File: src/rtl/core/ffn_div_cell.sv
// Divider cell: one restoring-division step on a word moving down the chain.
`timescale 1ns / 1ps
`default_nettype none
module ffn_div_cell #(
  parameter int unsigned NUM_W = 41,
  parameter int unsigned DEN_W = 17,
  parameter int unsigned STEP  = 0
) (
  input  wire  logic             clk_i,
  input  wire  logic             rst_ni,
  input  wire  logic             vld_i,
  input  wire  logic [NUM_W-1:0] num_i,
  input  wire  logic [DEN_W-1:0] den_i,
  input  wire  logic [DEN_W:0]   rem_i,
  input  wire  logic             neg_i,
  input  wire  logic             err_i,
  output logic                   vld_o,
  output logic [NUM_W-1:0]       num_o,
  output logic [DEN_W-1:0]       den_o,
  output logic [DEN_W:0]         rem_o,
  output logic                   neg_o,
  output logic                   err_o
);
  logic [DEN_W+1:0] trial;
  logic [DEN_W:0]   rem_d;
  logic [NUM_W-1:0] num_d;
  logic             qbit;

  // shift in next numerator bit and try subtracting
  always_comb begin
    trial = {rem_i, num_i[NUM_W-1-STEP]};
    qbit  = (trial >= {1'b0, 1'b0, den_i});
    rem_d = qbit ? (DEN_W+1)'(trial - {2'b00, den_i}) : trial[DEN_W:0];
    // quotient bit replaces the numerator bit just consumed
    num_d = num_i;
    num_d[NUM_W-1-STEP] = qbit;
  end

  always_ff @(posedge clk_i or negedge rst_ni) begin
    if (!rst_ni) vld_o <= 1'b0;
    else         vld_o <= vld_i;
  end

  always_ff @(posedge clk_i) begin
    num_o <= num_d;
    den_o <= den_i;
    rem_o <= rem_d;
    neg_o <= neg_i;
    err_o <= err_i;
  end
endmodule
`default_nettype wire

File: config.mk
export PLATFORM = sky130hd
export DESIGN_NAME = ffn_div_cell
export DESIGN_NICKNAME = d
export VERILOG_FILES = /design/src/rtl/core/ffn_div_cell.sv
export SDC_FILE = /design/constraint.sdc
export NUM_CORES = 1
export LEC_CHECK = 0
export BUFFER_PORTS_ARGS = -buffer_cell sky130_fd_sc_hd__buf_4
export CAP_MARGIN = 20
export CORE_MARGIN = 2
export CORE_UTILIZATION = 47
export CTS_CLUSTER_DIAMETER = 80
export DETAILED_ROUTE_END_ITERATION = 6
export PLACE_DENSITY = 0.84
export SKIP_CTS_REPAIR_TIMING = 1
export SYNTH_ARGS = -nofsm -noshare
export SYNTH_HDL_FRONTEND = slang
export SYNTH_SLANG_ARGS = --single-unit
File: constraint.sdc
create_clock -name clk_i -period 0.8 [get_ports clk_i]
set_input_delay 0.12 -clock clk_i [delete_from_list [all_inputs] [get_ports clk_i]]
set_output_delay 0.12 -clock clk_i [all_outputs]
set_load 0.005 [all_outputs]
==> impl_results.rst, run 1 <==
.. list-table::
   :header-rows: 1

   * - Metric
     - Value
   * - Flip-flop and latch count after synthesis
     - 79
   * - Num Clock Sinks
     - 79
   * - Last stage reached
     - 5_1_grt
   * - Die outline height
     - 81.8 um
   * - Synth cell types
     - 49
   * - Number of port buffers
     - 159
   * - Library cell with the largest summed area after synthesis
     - sky130_fd_sc_hd__dfxtp_1
   * - Sequential-to-total area share from yosys stat
     - 55.7%
   * - Worst endpoint type
     - sequential cell input
   * - Run status
     - aborted with a tool error
   * - X dimension of the die
     - 81.8 um
   * - DP Wirelength
     - 6950 um
   * - I/O pins
     - 160
   * - Root Buffer
     - sky130_fd_sc_hd__clkbuf_8
   * - Final weighted congestion in routability-driven placement
     - 0.842
   * - Initial cell density of the core
     - 48.4%
   * - Clock Path Buffers
     - 2
   * - Number of buffers inserted during clock tree synthesis
     - 9
   * - Total nets after synthesis
     - 353
   * - Library cell with the highest instance count after synthesis
     - sky130_fd_sc_hd__dfxtp_1
   * - Pin count of the biggest net entering global routing
     - 18
   * - Number of levels the H-tree was split into
     - 3
   * - Mean instance size in the synthesized netlist
     - 11.2 um2
   * - Number of flops mapped to enable cells by yosys
     - 0
   * - Portion of synthesized cell area occupied by the leading cell type
     - 54.9%
   * - Placed insts
     - 530
   * - Post-Synthesis Cell Area
     - 2850 um2
   * - Main area contributors after synthesis
     - sky130_fd_sc_hd__dfxtp_1, sky130_fd_sc_hd__ha_1, sky130_fd_sc_hd__mux2_2
   * - Commonest register cell after synthesis
     - sky130_fd_sc_hd__dfxtp_1
   * - Leading post-synthesis cells by instance count
     - sky130_fd_sc_hd__dfxtp_1, sky130_fd_sc_hd__a21oi_1, sky130_fd_sc_hd__inv_1
   * - Worst setup endpoint after the global-route repair_timing
     - rem_o[16]$_DFF_P_/D
   * - Synthesis warning total
     - 0
   * - Fraction of registers with async set or reset after synthesis
     - 1.27%
   * - Error that halted the flow
     - [ERROR DPL-0038] Utilization greater than 100%, impossible to legalize
   * - Placement row count
     - 28
   * - Cells after synthesis
     - 254
through the flow:
stage	cell area [um2]	hold slack [ps]	setup slack (ps)
CTS	4750	-477	-1260
global placement	4550	-104	-1550
floorplan	2950	-176	-1350
detailed placement	4550	-100	-1600
logic make-up after synthesis:
logic type | count (synthesis) | synth area share (%)
DFF | 79 | 55.7
AOI/OAI and AO/OA | 54 | 12.8
and+or+nand+nor | 47 | 8.66
buffers and inverters | 28 | 4.35
muxes | 18 | 7.16
adders and majority gates | 18 | 8.18
xor gates and xnor gates | 10 | 3.08
==> inputs of run 2 (changes only) <==
CORE_UTILIZATION = 40   (was 47)
CTS_CLUSTER_DIAMETER = not set   (was 80)
PLACE_DENSITY = not set   (was 0.84)
PLACE_DENSITY_LB_ADDON = 0.15   (was not set)
==> run 2 against run 1 <==
Against the previous run:
- the flow now finishes, with violations (setup timing)
- synthesized cell count unchanged
- synthesized area unchanged
==> impl_results.rst, run 2 <==
.. list-table::
   :header-rows: 1

   * - Metric
     - Value
   * - Pin count of the biggest net entering global routing
     - 18
   * - Fraction of registers with async set or reset after synthesis
     - 1.27% (unchanged)
   * - Start point of the worst min-delay path
     - num_i[40]
   * - WS Path Type
     - in2reg
   * - Number of buffers inserted during clock tree synthesis
     - 9 (unchanged)
   * - Longest individual stage delay on the worst path
     - 350 ps
   * - Portion of synthesized cell area occupied by the leading cell type
     - 54.9% (unchanged)
   * - Number of levels the H-tree was split into
     - 3 (unchanged)
   * - Detailed-route vias per instance
     - 4.92
   * - TritonCTS clock tree
     - done
   * - Number of flip-flops in the largest register
     - 41
   * - Post-route insts no fill
     - 639
   * - Post-DRT Antenna Nets
     - 0
   * - Hold Crit Depth
     - 3
   * - Final weighted congestion in routability-driven placement
     - 0.858 (was 0.842)
   * - Die outline height
     - 88.4 um (was 81.8 um)
   * - Main area contributors after synthesis
     - sky130_fd_sc_hd__dfxtp_1, sky130_fd_sc_hd__ha_1, sky130_fd_sc_hd__mux2_2 (unchanged)
   * - Layout cell share with drive strength beyond 1
     - 64.8%
   * - X dimension of the die
     - 88.4 um (was 81.8 um)
   * - Mean instance size in the synthesized netlist
     - 11.2 um2 (unchanged)
   * - Number of flops mapped to enable cells by yosys
     - 0 (unchanged)
   * - Biggest regs
     - num_o: 41 flops, rem_o: 18 flops, den_o: 17 flops
   * - Library cell with the largest summed area after synthesis
     - sky130_fd_sc_hd__dfxtp_1 (unchanged)
   * - Register with the most flip-flops
     - num_o
   * - Net count, final
     - 637
   * - Cells after synthesis
     - 254 (unchanged)
   * - Run status
     - complete, but fails checks (was aborted with a tool error)
   * - Placement row count
     - 30 (was 28)
   * - Post-Synthesis Cell Area
     - 2850 um2 (unchanged)
   * - Worst hold path type
     - in2reg
   * - Via count
     - 3142
   * - Core region area
     - 6830 um2
   * - Total nets after synthesis
     - 353 (unchanged)
   * - Power per cell area
     - 1790 nW/um2
   * - Root Buffer
     - sky130_fd_sc_hd__clkbuf_8 (unchanged)
   * - Part of the cycle the worst path needs
     - 255%
   * - Highest-delay cell along the critical path
     - sky130_fd_sc_hd__fa_2
   * - Post-placement setup slack
     - -1690 ps (was -1600 ps)
   * - Req. time, crit path
     - 1040 ps
   * - Pwr Total
     - 10.9 mW
   * - DRC violation count after routing
     - 0
   * - Number of max-slew violations in the final report
     - 0
   * - Commonest register cell after synthesis
     - sky130_fd_sc_hd__dfxtp_1 (unchanged)
   * - Area growth from synthesis to layout
     - 114%
   * - Placed insts
     - 554 (was 530)
   * - Clock Pin Slew Worst Setup and Hold Paths
     - 90 ps
   * - Most frequent cells in the layout
     - sky130_fd_sc_hd__buf_4, sky130_fd_sc_hd__dlygate4sd3_1, sky130_fd_sc_hd__buf_6
   * - Crit path capture type
     - flip-flop
   * - Clock Path Buffers
     - 2 (unchanged)
   * - Fin util
     - 89.1%
   * - Num Clock Sinks
     - 79 (unchanged)
   * - Data arrival, critical path
     - 2290 ps
   * - Die area
     - 7810 um2
   * - Library cell with the highest instance count after synthesis
     - sky130_fd_sc_hd__dfxtp_1 (unchanged)
   * - Lkg Pwr
     - 2.81 nW
   * - Hold EP
     - rem_o[0]$_DFF_P_
   * - Vias in the first global route
     - 2538
   * - Wirelength, routed
     - 12000 um
   * - Leading post-synthesis cells by instance count
     - sky130_fd_sc_hd__dfxtp_1, sky130_fd_sc_hd__a21oi_1, sky130_fd_sc_hd__inv_1 (unchanged)
   * - Number of setup violations in the final report
     - 98
   * - Number of iterations in the first detailed-routing pass
     - 4
   * - # Max-Cap Violations
     - 0
   * - Kind of launch point of the worst setup path
     - input pin
   * - Highest clock frequency the design can meet
     - 489 MHz
   * - Number of design-rule violations left by the first detailed-router iteration
     - 158
   * - Wire length of the first global-routing pass
     - 12000 um
   * - Final worst path period need
     - 2040 ps
   * - Maximum VDD drop
     - 1.04 mV
   * - Total global-route track usage
     - 19.8%
   * - I/O pins
     - 160 (unchanged)
   * - Rel. slew slack
     - 66.7%
   * - Count of endpoints failing hold in the final timing report
     - 0
   * - Number of antenna diodes
     - 0
   * - Initial antenna violation count
     - 0
   * - Violated checks
     - setup timing
   * - Transition time of the tightest slew-check pin
     - 494 ps
   * - Unrepaired setup endpoints after global routing
     - yes
   * - Number of port buffers
     - 159 (unchanged)
   * - Flip-flop and latch count after synthesis
     - 79 (unchanged)
   * - Critical-path cell list
     - buf_8, inv_12, ha_4, inv_2, fa_2, a21o_1, a221oi_4, o21bai_2, a2111oi_2, and4b_1, mux2_4
   * - Synth cell types
     - 49 (unchanged)
   * - Wire length per cell after detailed routing
     - 18.8 um
   * - Worst setup slack after layout
     - -1240 ps
   * - Sequential-to-total area share from yosys stat
     - 55.7% (unchanged)
   * - Synthesis warning total
     - 0 (unchanged)
   * - Remaining Overflow, GRT
     - 0
   * - DP Wirelength
     - 6370 um (was 6950 um)
   * - Largest fanout of any net on the critical path
     - 3
   * - Initial cell density of the core
     - 41.7% (was 48.4%)
   * - Leading cell type in the layout, fill and taps excluded
     - sky130_fd_sc_hd__buf_4
[run 2: cell counts after synthesis]
Identical to the previous run, type by type.
[run 2: power by group]
part	total, mW	switching (mW)	internal (mW)	leakage [nW]
Combinational	3.31	1.28	2.04	2.05
Sequential	4.50	0.168	4.34	0.670
Clock	3.06	1.59	1.47	0.0895
Total	10.9	3.04	7.84	2.81
[run 2: worst max-delay path by stage]
| stage | cells after the start | startpoint | to | slack (ps) |
|---|---|---|---|---|
| floorplan | 10 | num_i[40] | rem_o[16]$_DFF_P_ | -1350 |
| global placement | 11 | num_i[40] | rem_o[16]$_DFF_P_ | -1610 |
| detailed placement | 11 | num_i[40] | rem_o[16]$_DFF_P_ | -1690 |
| CTS | 11 | num_i[40] | rem_o[16]$_DFF_P_ | -1320 |
| global route | 11 | num_i[40] | rem_o[16]$_DFF_P_ | -1290 |
| finish | 11 | num_i[40] | rem_o[16]$_DFF_P_ | -1240 |
[run 2: through the flow]
| stage | setup TNS, ps | hold WS, ps | area [um2] |
|---|---|---|---|
| floorplan | -20020 | -176 | 2950 |
| global placement | -25790 | -105 | 4600 |
| detailed placement | -26340 | -104 | 4600 |
| CTS | -27850 | -486 | 4790 |
| global route | -29090 | 3.61 | 6090 |
| finish | -26020 | 7.86 | 6090 |
[run 2: kinds of logic (layout without fill, tap and decap cells)]
kind of cell | count (synthesis) | in the layout | share of synthesized area [%]
buf+inv | 28 | 317 | 4.35
flops | 79 | 79 | 55.7
mux | 18 | 18 | 7.16
fa+ha+maj | 18 | 18 | 8.18
simple gates | 47 | 47 | 8.66
compound gates | 54 | 54 | 12.8
xor+xnor | 10 | 10 | 3.08
[run 2: layer usage]
metal / vias to the layer above / track usage (%) / wire (um)
li1: 1456 / - / -
met1: 1475 / 23.2 / 4560
met2: 168 / 34.5 / 6060
met3: 43 / 5.32 / 970
met4: 0 / 7.44 / 414
met5: - / 0 / 0
[run 2: cell type report]
class | instances | area [um2]
Timing Repair Buffer | 278 | 2480
Sequential cell | 79 | 1650
Multi-Input combinational cell | 147 | 1500
Fill cell | 299 | 746
Clock buffer | 10 | 128
Tap cell | 96 | 120
Inverter | 21 | 111
Clock inverter | 6 | 70.1
Timing Repair inverter | 2 | 25.0
[run 2: critical path: cells and delay by family]
kind | cells | cell delay [ps]
muxes | 1 | 250
adders and majority gates | 2 | 470
buffers and inverters | 3 | 190
and+or+nand+nor | 1 | 250
AOI/OAI and AO/OA | 4 | 1000
(Power assumes the default switching activity.)
==> inputs of run 3 (changes only) <==
--- a/config.mk
+++ b/config.mk
@@ -12,2 +12,3 @@
 export DETAILED_ROUTE_END_ITERATION = 6
+export GPL_TIMING_DRIVEN = 0
 export PLACE_DENSITY_LB_ADDON = 0.15
==> constraint.sdc (replaced) <==
create_clock -name clk_i -period 0.8 [get_ports clk_i]
set_input_delay 0.16 -clock clk_i [delete_from_list [all_inputs] [get_ports clk_i]]
set_output_delay 0.16 -clock clk_i [all_outputs]
set_load 0.005 [all_outputs]
==> run 3 against run 2 <==
Against the previous run:
- worst setup slack worse by 27 ps
- sequential share of layout area is 2.4 points higher
- largest cell class unchanged
- first-iteration DRC count is 51% lower
- worst hold slack better by 39 ps
- critical path type unchanged
- utilization is 7.3 points lower
- count of clock-buffer cells in the layout stayed put
- the flow still finishes with violations (setup timing)
==> impl_results.rst, run 3 (synthesis results as in run 2) <==
.. list-table::
   :header-rows: 1

   * - Metric
     - Value
   * - Net count, final
     - 595 (was 637)
   * - Number of flip-flops in the largest register
     - 41 (unchanged)
   * - Wire length of the first global-routing pass
     - 11000 um (was 12000 um)
   * - Biggest regs
     - num_o: 41 flops, rem_o: 18 flops, den_o: 17 flops (unchanged)
   * - Wirelength, routed
     - 9910 um (was 12000 um)
   * - Longest individual stage delay on the worst path
     - 340 ps (was 350 ps)
   * - Highest clock frequency the design can meet
     - 483 MHz (was 489 MHz)
   * - Core region area
     - 6830 um2 (unchanged)
   * - Number of port buffers
     - 159 (unchanged)
   * - Highest-delay cell along the critical path
     - sky130_fd_sc_hd__fa_2 (unchanged)
   * - Hold EP
     - rem_o[14]$_DFF_P_ (was rem_o[0]$_DFF_P_)
   * - Lkg Pwr
     - 2.55 nW (was 2.81 nW)
   * - Count of endpoints failing hold in the final timing report
     - 0 (unchanged)
   * - Rel. slew slack
     - 60.5% (was 66.7%)
   * - Crit path capture type
     - flip-flop (unchanged)
   * - Transition time of the tightest slew-check pin
     - 586 ps (was 494 ps)
   * - Final worst path period need
     - 2070 ps (was 2040 ps)
   * - DP Wirelength
     - 5800 um (was 6370 um)
   * - Clk network pwr share
     - 29.1% (was 28.1%)
   * - Req. time, crit path
     - 1030 ps (was 1040 ps)
   * - Remaining Overflow, GRT
     - 0 (unchanged)
   * - WS Path Type
     - in2reg (unchanged)
   * - Hold Crit Depth
     - 2 (was 3)
   * - Via count
     - 2825 (was 3142)
   * - Number of antenna diodes
     - 0 (unchanged)
   * - Largest fanout of any net on the critical path
     - 3 (unchanged)
   * - Run status
     - complete, but fails checks (unchanged)
   * - Clock Path Buffers
     - 2 (unchanged)
   * - Number of levels the H-tree was split into
     - 3 (unchanged)
   * - Kind of launch point of the worst setup path
     - input pin (unchanged)
   * - Delay-heaviest family, CP
     - compound AO/OA/AOI/OAI gates (unchanged)
   * - Switching power of the nets
     - 2.68 mW (was 3.04 mW)
   * - I/O pins
     - 160 (unchanged)
   * - Multi-input gate area
     - 1280 um2 (was 1500 um2)
   * - CP bufs+invs
     - 4 (was 3)
   * - Clock Pin Slew Worst Setup and Hold Paths
     - 80 ps (was 90 ps)
   * - Maximum VDD drop
     - 0.858 mV (was 1.04 mV)
   * - # Max-Cap Violations
     - 0 (unchanged)
   * - Post-route insts no fill
     - 597 (was 639)
   * - Placed cell areas
     - 4270 um2 (was 4600 um2)
   * - Final weighted congestion in routability-driven placement
     - 0.817 (was 0.858)
   * - Worst hold path type
     - in2reg (unchanged)
   * - Number of setup violations in the final report
     - 98 (unchanged)
   * - Number of design-rule violations left by the first detailed-router iteration
     - 78 (was 158)
   * - Initial antenna violation count
     - 0 (unchanged)
   * - X dimension of the die
     - 88.4 um (unchanged)
   * - Initial cell density of the core
     - 41.7% (unchanged)
   * - Worst setup slack after layout
     - -1270 ps (was -1240 ps)
   * - DRC violation count after routing
     - 0 (unchanged)
   * - Register with the most flip-flops
     - num_o (unchanged)
   * - Pin count of the biggest net entering global routing
     - 15 (was 18)
   * - Violated checks
     - setup timing (unchanged)
   * - Relative contribution of sequential cells to total power
     - 44.2% (was 41.4%)
   * - Die area
     - 7810 um2 (unchanged)
   * - Num Clock Sinks
     - 79 (unchanged)
   * - Unrepaired setup endpoints after global routing
     - yes (unchanged)
   * - Fill cell total of the finished layout
     - 387 (was 299)
   * - Wire length per cell after detailed routing
     - 16.6 um (was 18.8 um)
   * - Internal Power
     - 7.49 mW (was 7.84 mW)
   * - Number of buffers inserted during clock tree synthesis
     - 9 (unchanged)
   * - TritonCTS clock tree
     - done (unchanged)
   * - Vias in the first global route
     - 2294 (was 2538)
   * - Number of iterations in the first detailed-routing pass
     - 4 (unchanged)
   * - Data arrival, critical path
     - 2300 ps (was 2290 ps)
   * - Post-DRT Antenna Nets
     - 0 (unchanged)
   * - Total global-route track usage
     - 18.3% (was 19.8%)
   * - Most frequent cells in the layout
     - sky130_fd_sc_hd__buf_4, sky130_fd_sc_hd__dlygate4sd3_1, sky130_fd_sc_hd__buf_6 (unchanged)
   * - Layout cell share with drive strength beyond 1
     - 57.3% (was 64.8%)
   * - Critical-path cell list
     - buf_8, inv_12, ha_4, inv_2, fa_2, a21o_1, a221oi_4, buf_4, o21ai_2, o31a_1, xor2_1, mux2_1 (was buf_8, inv_12, ha_4, inv_2, fa_2, a21o_1, a221oi_4, o21bai_2, a2111oi_2, and4b_1, mux2_4)
   * - Die outline height
     - 88.4 um (unchanged)
   * - Switch share
     - 26.3% (was 27.9%)
   * - Cell area after layout
     - 5580 um2 (was 6090 um2)
   * - Leading cell type in the layout, fill and taps excluded
     - sky130_fd_sc_hd__buf_4 (unchanged)
   * - Power per cell area
     - 1820 nW/um2 (was 1790 nW/um2)
   * - Power share of the combinational group
     - 26.7% (was 30.4%)
   * - Footprint of the flip-flops and latches
     - 1650 um2 (unchanged)
   * - Placement row count
     - 30 (unchanged)
   * - Placed insts
     - 509 (was 554)
   * - Start point of the worst min-delay path
     - rem_i[13] (was num_i[40])
   * - Part of the cycle the worst path needs
     - 259% (was 255%)
   * - Fin util
     - 81.7% (was 89.1%)
   * - Area growth from synthesis to layout
     - 96.2% (was 114%)
   * - Detailed-route vias per instance
     - 4.73 (was 4.92)
   * - Number of max-slew violations in the final report
     - 0 (unchanged)
   * - Root Buffer
     - sky130_fd_sc_hd__clkbuf_8 (unchanged)
run 3: worst max-delay path by stage:
stage	startpoint	to	slack, ps	depth (start not counted)
after detailed placement	num_i[40]	rem_o[16]$_DFF_P_	-1750	11
after CTS	num_i[40]	rem_o[16]$_DFF_P_	-1400	11
final	num_i[40]	rem_o[14]$_DFF_P_	-1270	12
after global placement	num_i[40]	rem_o[16]$_DFF_P_	-1770	11
after floorplan	num_i[40]	rem_o[16]$_DFF_P_	-1390	10
after global routing	num_i[40]	rem_o[16]$_DFF_P_	-1320	11
run 3: area by class of cell:
cell class	count	share of cell area [%]
plain buffers	6	1.19
clock buffers	10	2.29
clock inverters	6	1.25
inverters	21	1.95
multi-input cells	147	23.0
flip-flops and latches	79	29.5
well taps	96	2.15
repair buffers	232	38.7
run 3: power groups by stage:
stage               logic [mW]  registers [mW]  clock network [mW]
floorplan                0.956            4.52                   0
global placement          2.05            4.47                   0
detailed placement        2.07            4.47                   0
CTS                       2.08            4.38                3.02
global route              2.93            4.52                3.17
finish                    2.72            4.50                2.96
run 3: metal layers:
layer	global-route usage, %	wire (um)
met1	21.4	4050
met3	7.00	763
met5	0	0
met4	5.51	136
met2	31.0	4960
run 3: metrics by stage:
stage / TNS, ps / power, mW / hold WS [ps] / worst slack (ps)
2_1_floorplan: -20780 / 5.48 / -136 / -1390
3_3_place_gp: -26350 / 6.51 / -64.7 / -1770
3_5_place_dp: -26600 / 6.54 / -62.6 / -1750
4_1_cts: -31520 / 9.48 / -445 / -1400
5_1_grt: -33370 / 10.6 / 39.1 / -1320
6_report: -29770 / 10.2 / 46.8 / -1270
==> inputs of run 4 (changes only) <==
CTS_BUF_LIST = sky130_fd_sc_hd__clkbuf_4 sky130_fd_sc_hd__clkbuf_8   (was not set)
==> run 4 against run 3 <==
Against the previous run:
- sequential share of layout area is essentially flat
- first-iteration DRC count fell by 35%
- count of clock-buffer cells in the layout did not move
- clock power is 3% higher
- final area hardly changed
- maximum frequency up 0.83%
- via count decreased by 1.6%
- the run still ends with setup timing left
- utilization is 0.055 points higher
- die area unchanged
- non-clock buffer count unchanged
==> impl_results.rst, run 4 (synthesis results as in run 2) <==
.. list-table::
   :header-rows: 1

   * - Metric
     - Value
   * - Wire length of the first global-routing pass
     - 11000 um (unchanged)
   * - Initial antenna violation count
     - 0 (unchanged)
   * - Pin count of the biggest net entering global routing
     - 15 (unchanged)
   * - Via count
     - 2781 (was 2825)
   * - Highest clock frequency the design can meet
     - 487 MHz (was 483 MHz)
   * - DRC violation count after routing
     - 0 (unchanged)
   * - Core region area
     - 6830 um2 (unchanged)
   * - Number of buffers inserted during clock tree synthesis
     - 9 (unchanged)
   * - Highest-delay cell along the critical path
     - sky130_fd_sc_hd__fa_2 (unchanged)
   * - Lkg Pwr
     - 2.56 nW (was 2.55 nW)
   * - Final setup TNS
     - -30890 ps (was -29770 ps)
   * - Leading cell type in the layout, fill and taps excluded
     - sky130_fd_sc_hd__buf_4 (unchanged)
   * - Unrepaired setup endpoints after global routing
     - yes (unchanged)
   * - Final worst path period need
     - 2050 ps (was 2070 ps)
   * - Number of max-slew violations in the final report
     - 0 (unchanged)
   * - Number of setup violations in the final report
     - 98 (unchanged)
   * - Post-DRT Antenna Nets
     - 0 (unchanged)
   * - Worst setup slack after layout
     - -1250 ps (was -1270 ps)
   * - Biggest regs
     - num_o: 41 flops, rem_o: 18 flops, den_o: 17 flops (unchanged)
   * - Rel. slew slack
     - 60.2% (was 60.5%)
   * - Number of iterations in the first detailed-routing pass
     - 4 (unchanged)
   * - TritonCTS clock tree
     - done (unchanged)
   * - Power per cell area
     - 1840 nW/um2 (was 1820 nW/um2)
   * - Layout cell share with drive strength beyond 1
     - 57.5% (was 57.3%)
   * - Placed cell areas
     - 4270 um2 (unchanged)
   * - I/O pins
     - 160 (unchanged)
   * - Net count, final
     - 595 (unchanged)
   * - Num Clock Sinks
     - 79 (unchanged)
   * - Register with the most flip-flops
     - num_o (unchanged)
   * - Total global-route track usage
     - 18.3% (unchanged)
   * - Number of flip-flops in the largest register
     - 41 (unchanged)
   * - Largest fanout of any net on the critical path
     - 3 (unchanged)
   * - Longest individual stage delay on the worst path
     - 340 ps (about the same)
   * - Die area
     - 7810 um2 (unchanged)
   * - Count of endpoints failing hold in the final timing report
     - 0 (unchanged)
   * - Part of the cycle the worst path needs
     - 257% (was 259%)
   * - Pwr Total
     - 10.3 mW (was 10.2 mW)
   * - Vias in the first global route
     - 2294 (unchanged)
   * - X dimension of the die
     - 88.4 um (unchanged)
   * - CP bufs+invs
     - 3 (was 4)
   * - Final weighted congestion in routability-driven placement
     - 0.817 (unchanged)
   * - Req. time, crit path
     - 1040 ps (was 1030 ps)
   * - Number of antenna diodes
     - 0 (unchanged)
   * - Wire length per cell after detailed routing
     - 16.6 um (about the same)
   * - Number of levels the H-tree was split into
     - 3 (unchanged)
   * - DP Wirelength
     - 5800 um (unchanged)
   * - Clock Path Buffers
     - 2 (unchanged)
   * - Crit path capture type
     - flip-flop (unchanged)
   * - Number of design-rule violations left by the first detailed-router iteration
     - 51 (was 78)
   * - Data arrival, critical path
     - 2300 ps (about the same)
   * - Most frequent cells in the layout
     - sky130_fd_sc_hd__buf_4, sky130_fd_sc_hd__dlygate4sd3_1, sky130_fd_sc_hd__buf_6 (unchanged)
   * - WS Path Type
     - in2reg (unchanged)
   * - Detailed-route vias per instance
     - 4.66 (was 4.73)
   * - Maximum VDD drop
     - 0.839 mV (was 0.858 mV)
   * - Worst hold path type
     - in2reg (unchanged)
   * - Run status
     - complete, but fails checks (unchanged)
   * - Violated checks
     - setup timing (unchanged)
   * - Placement row count
     - 30 (unchanged)
   * - # Max-Cap Violations
     - 0 (unchanged)
   * - Die outline height
     - 88.4 um (unchanged)
   * - Transition time of the tightest slew-check pin
     - 591 ps (was 586 ps)
   * - Kind of launch point of the worst setup path
     - input pin (unchanged)
   * - Critical-path cell list
     - buf_8, inv_12, ha_4, inv_2, fa_2, a21o_1, a221oi_4, o21bai_4, a2111oi_4, and4b_1, mux2_4 (was buf_8, inv_12, ha_4, inv_2, fa_2, a21o_1, a221oi_4, buf_4, o21ai_2, o31a_1, xor2_1, mux2_1)
   * - Remaining Overflow, GRT
     - 0 (unchanged)
   * - Initial cell density of the core
     - 41.7% (unchanged)
   * - Clock Pin Slew Worst Setup and Hold Paths
     - 80 ps (about the same)
   * - Cell area after layout
     - 5590 um2 (was 5580 um2)
   * - Root Buffer
     - sky130_fd_sc_hd__clkbuf_8 (unchanged)
   * - Area growth from synthesis to layout
     - 96.3% (was 96.2%)
   * - Number of port buffers
     - 159 (unchanged)
   * - Delay-heaviest family, CP
     - compound AO/OA/AOI/OAI gates (unchanged)
   * - Wirelength, routed
     - 9930 um (was 9910 um)
==> run 4: final timing paths <==
kind | start | to | slack, ps | cells after the start
hold / removal | rem_i[13] | rem_o[14]$_DFF_P_ | 30 | 2
setup / recovery | num_i[40] | rem_o[16]$_DFF_P_ | -1250 | 11
max in group asynchronous | rst_ni | vld_o$_DFF_PN0_ | 590 | 2
min in group asynchronous | rst_ni | vld_o$_DFF_PN0_ | 130 | 2
==> run 4: through the flow <==
| step | hold slack (ps) | utilization [%] | setup WS (ps) | instances |
|---|---|---|---|---|
| 6_report | 33.5 | 81.8 | -1250 | 597 |
| 5_1_grt | 26.3 | 81.8 | -1310 | 597 |
| 4_1_cts | -445 | 65.4 | -1400 | 525 |
| 3_5_place_dp | -62.6 | 62.4 | -1750 | 509 |
| 3_3_place_gp | -64.7 | 62.4 | -1770 | 509 |
| 2_1_floorplan | -136 | - | -1390 | 254 |
==> run 4: layer usage <==
| layer | track usage [%] | up-vias | part of all wire [%] |
|---|---|---|---|
| li1 | - | 1367 | - |
| met1 | 21.4 | 1304 | 42 |
| met2 | 31.0 | 101 | 50 |
| met3 | 7.00 | 9 | 7.0 |
| met4 | 5.51 | 0 | 0.75 |
| met5 | 0 | - | 0 |
==> run 4: cell type report <==
cell class | instances | area, um2
Clock inverter | 6 | 70.1
Timing Repair Buffer | 232 | 2160
Inverter | 21 | 109
Multi-Input combinational cell | 147 | 1280
Tap cell | 96 | 120
Sequential cell | 79 | 1650
Clock buffer | 10 | 131
Buffer | 6 | 66.3
Fill cell | 392 | 1240
==> run 4: power breakdown <==
group	switching [mW]	internal (mW)	leakage, nW
Clock	1.55	1.49	0.0925
Sequential	0.160	4.34	0.670
Combinational	1.03	1.70	1.80
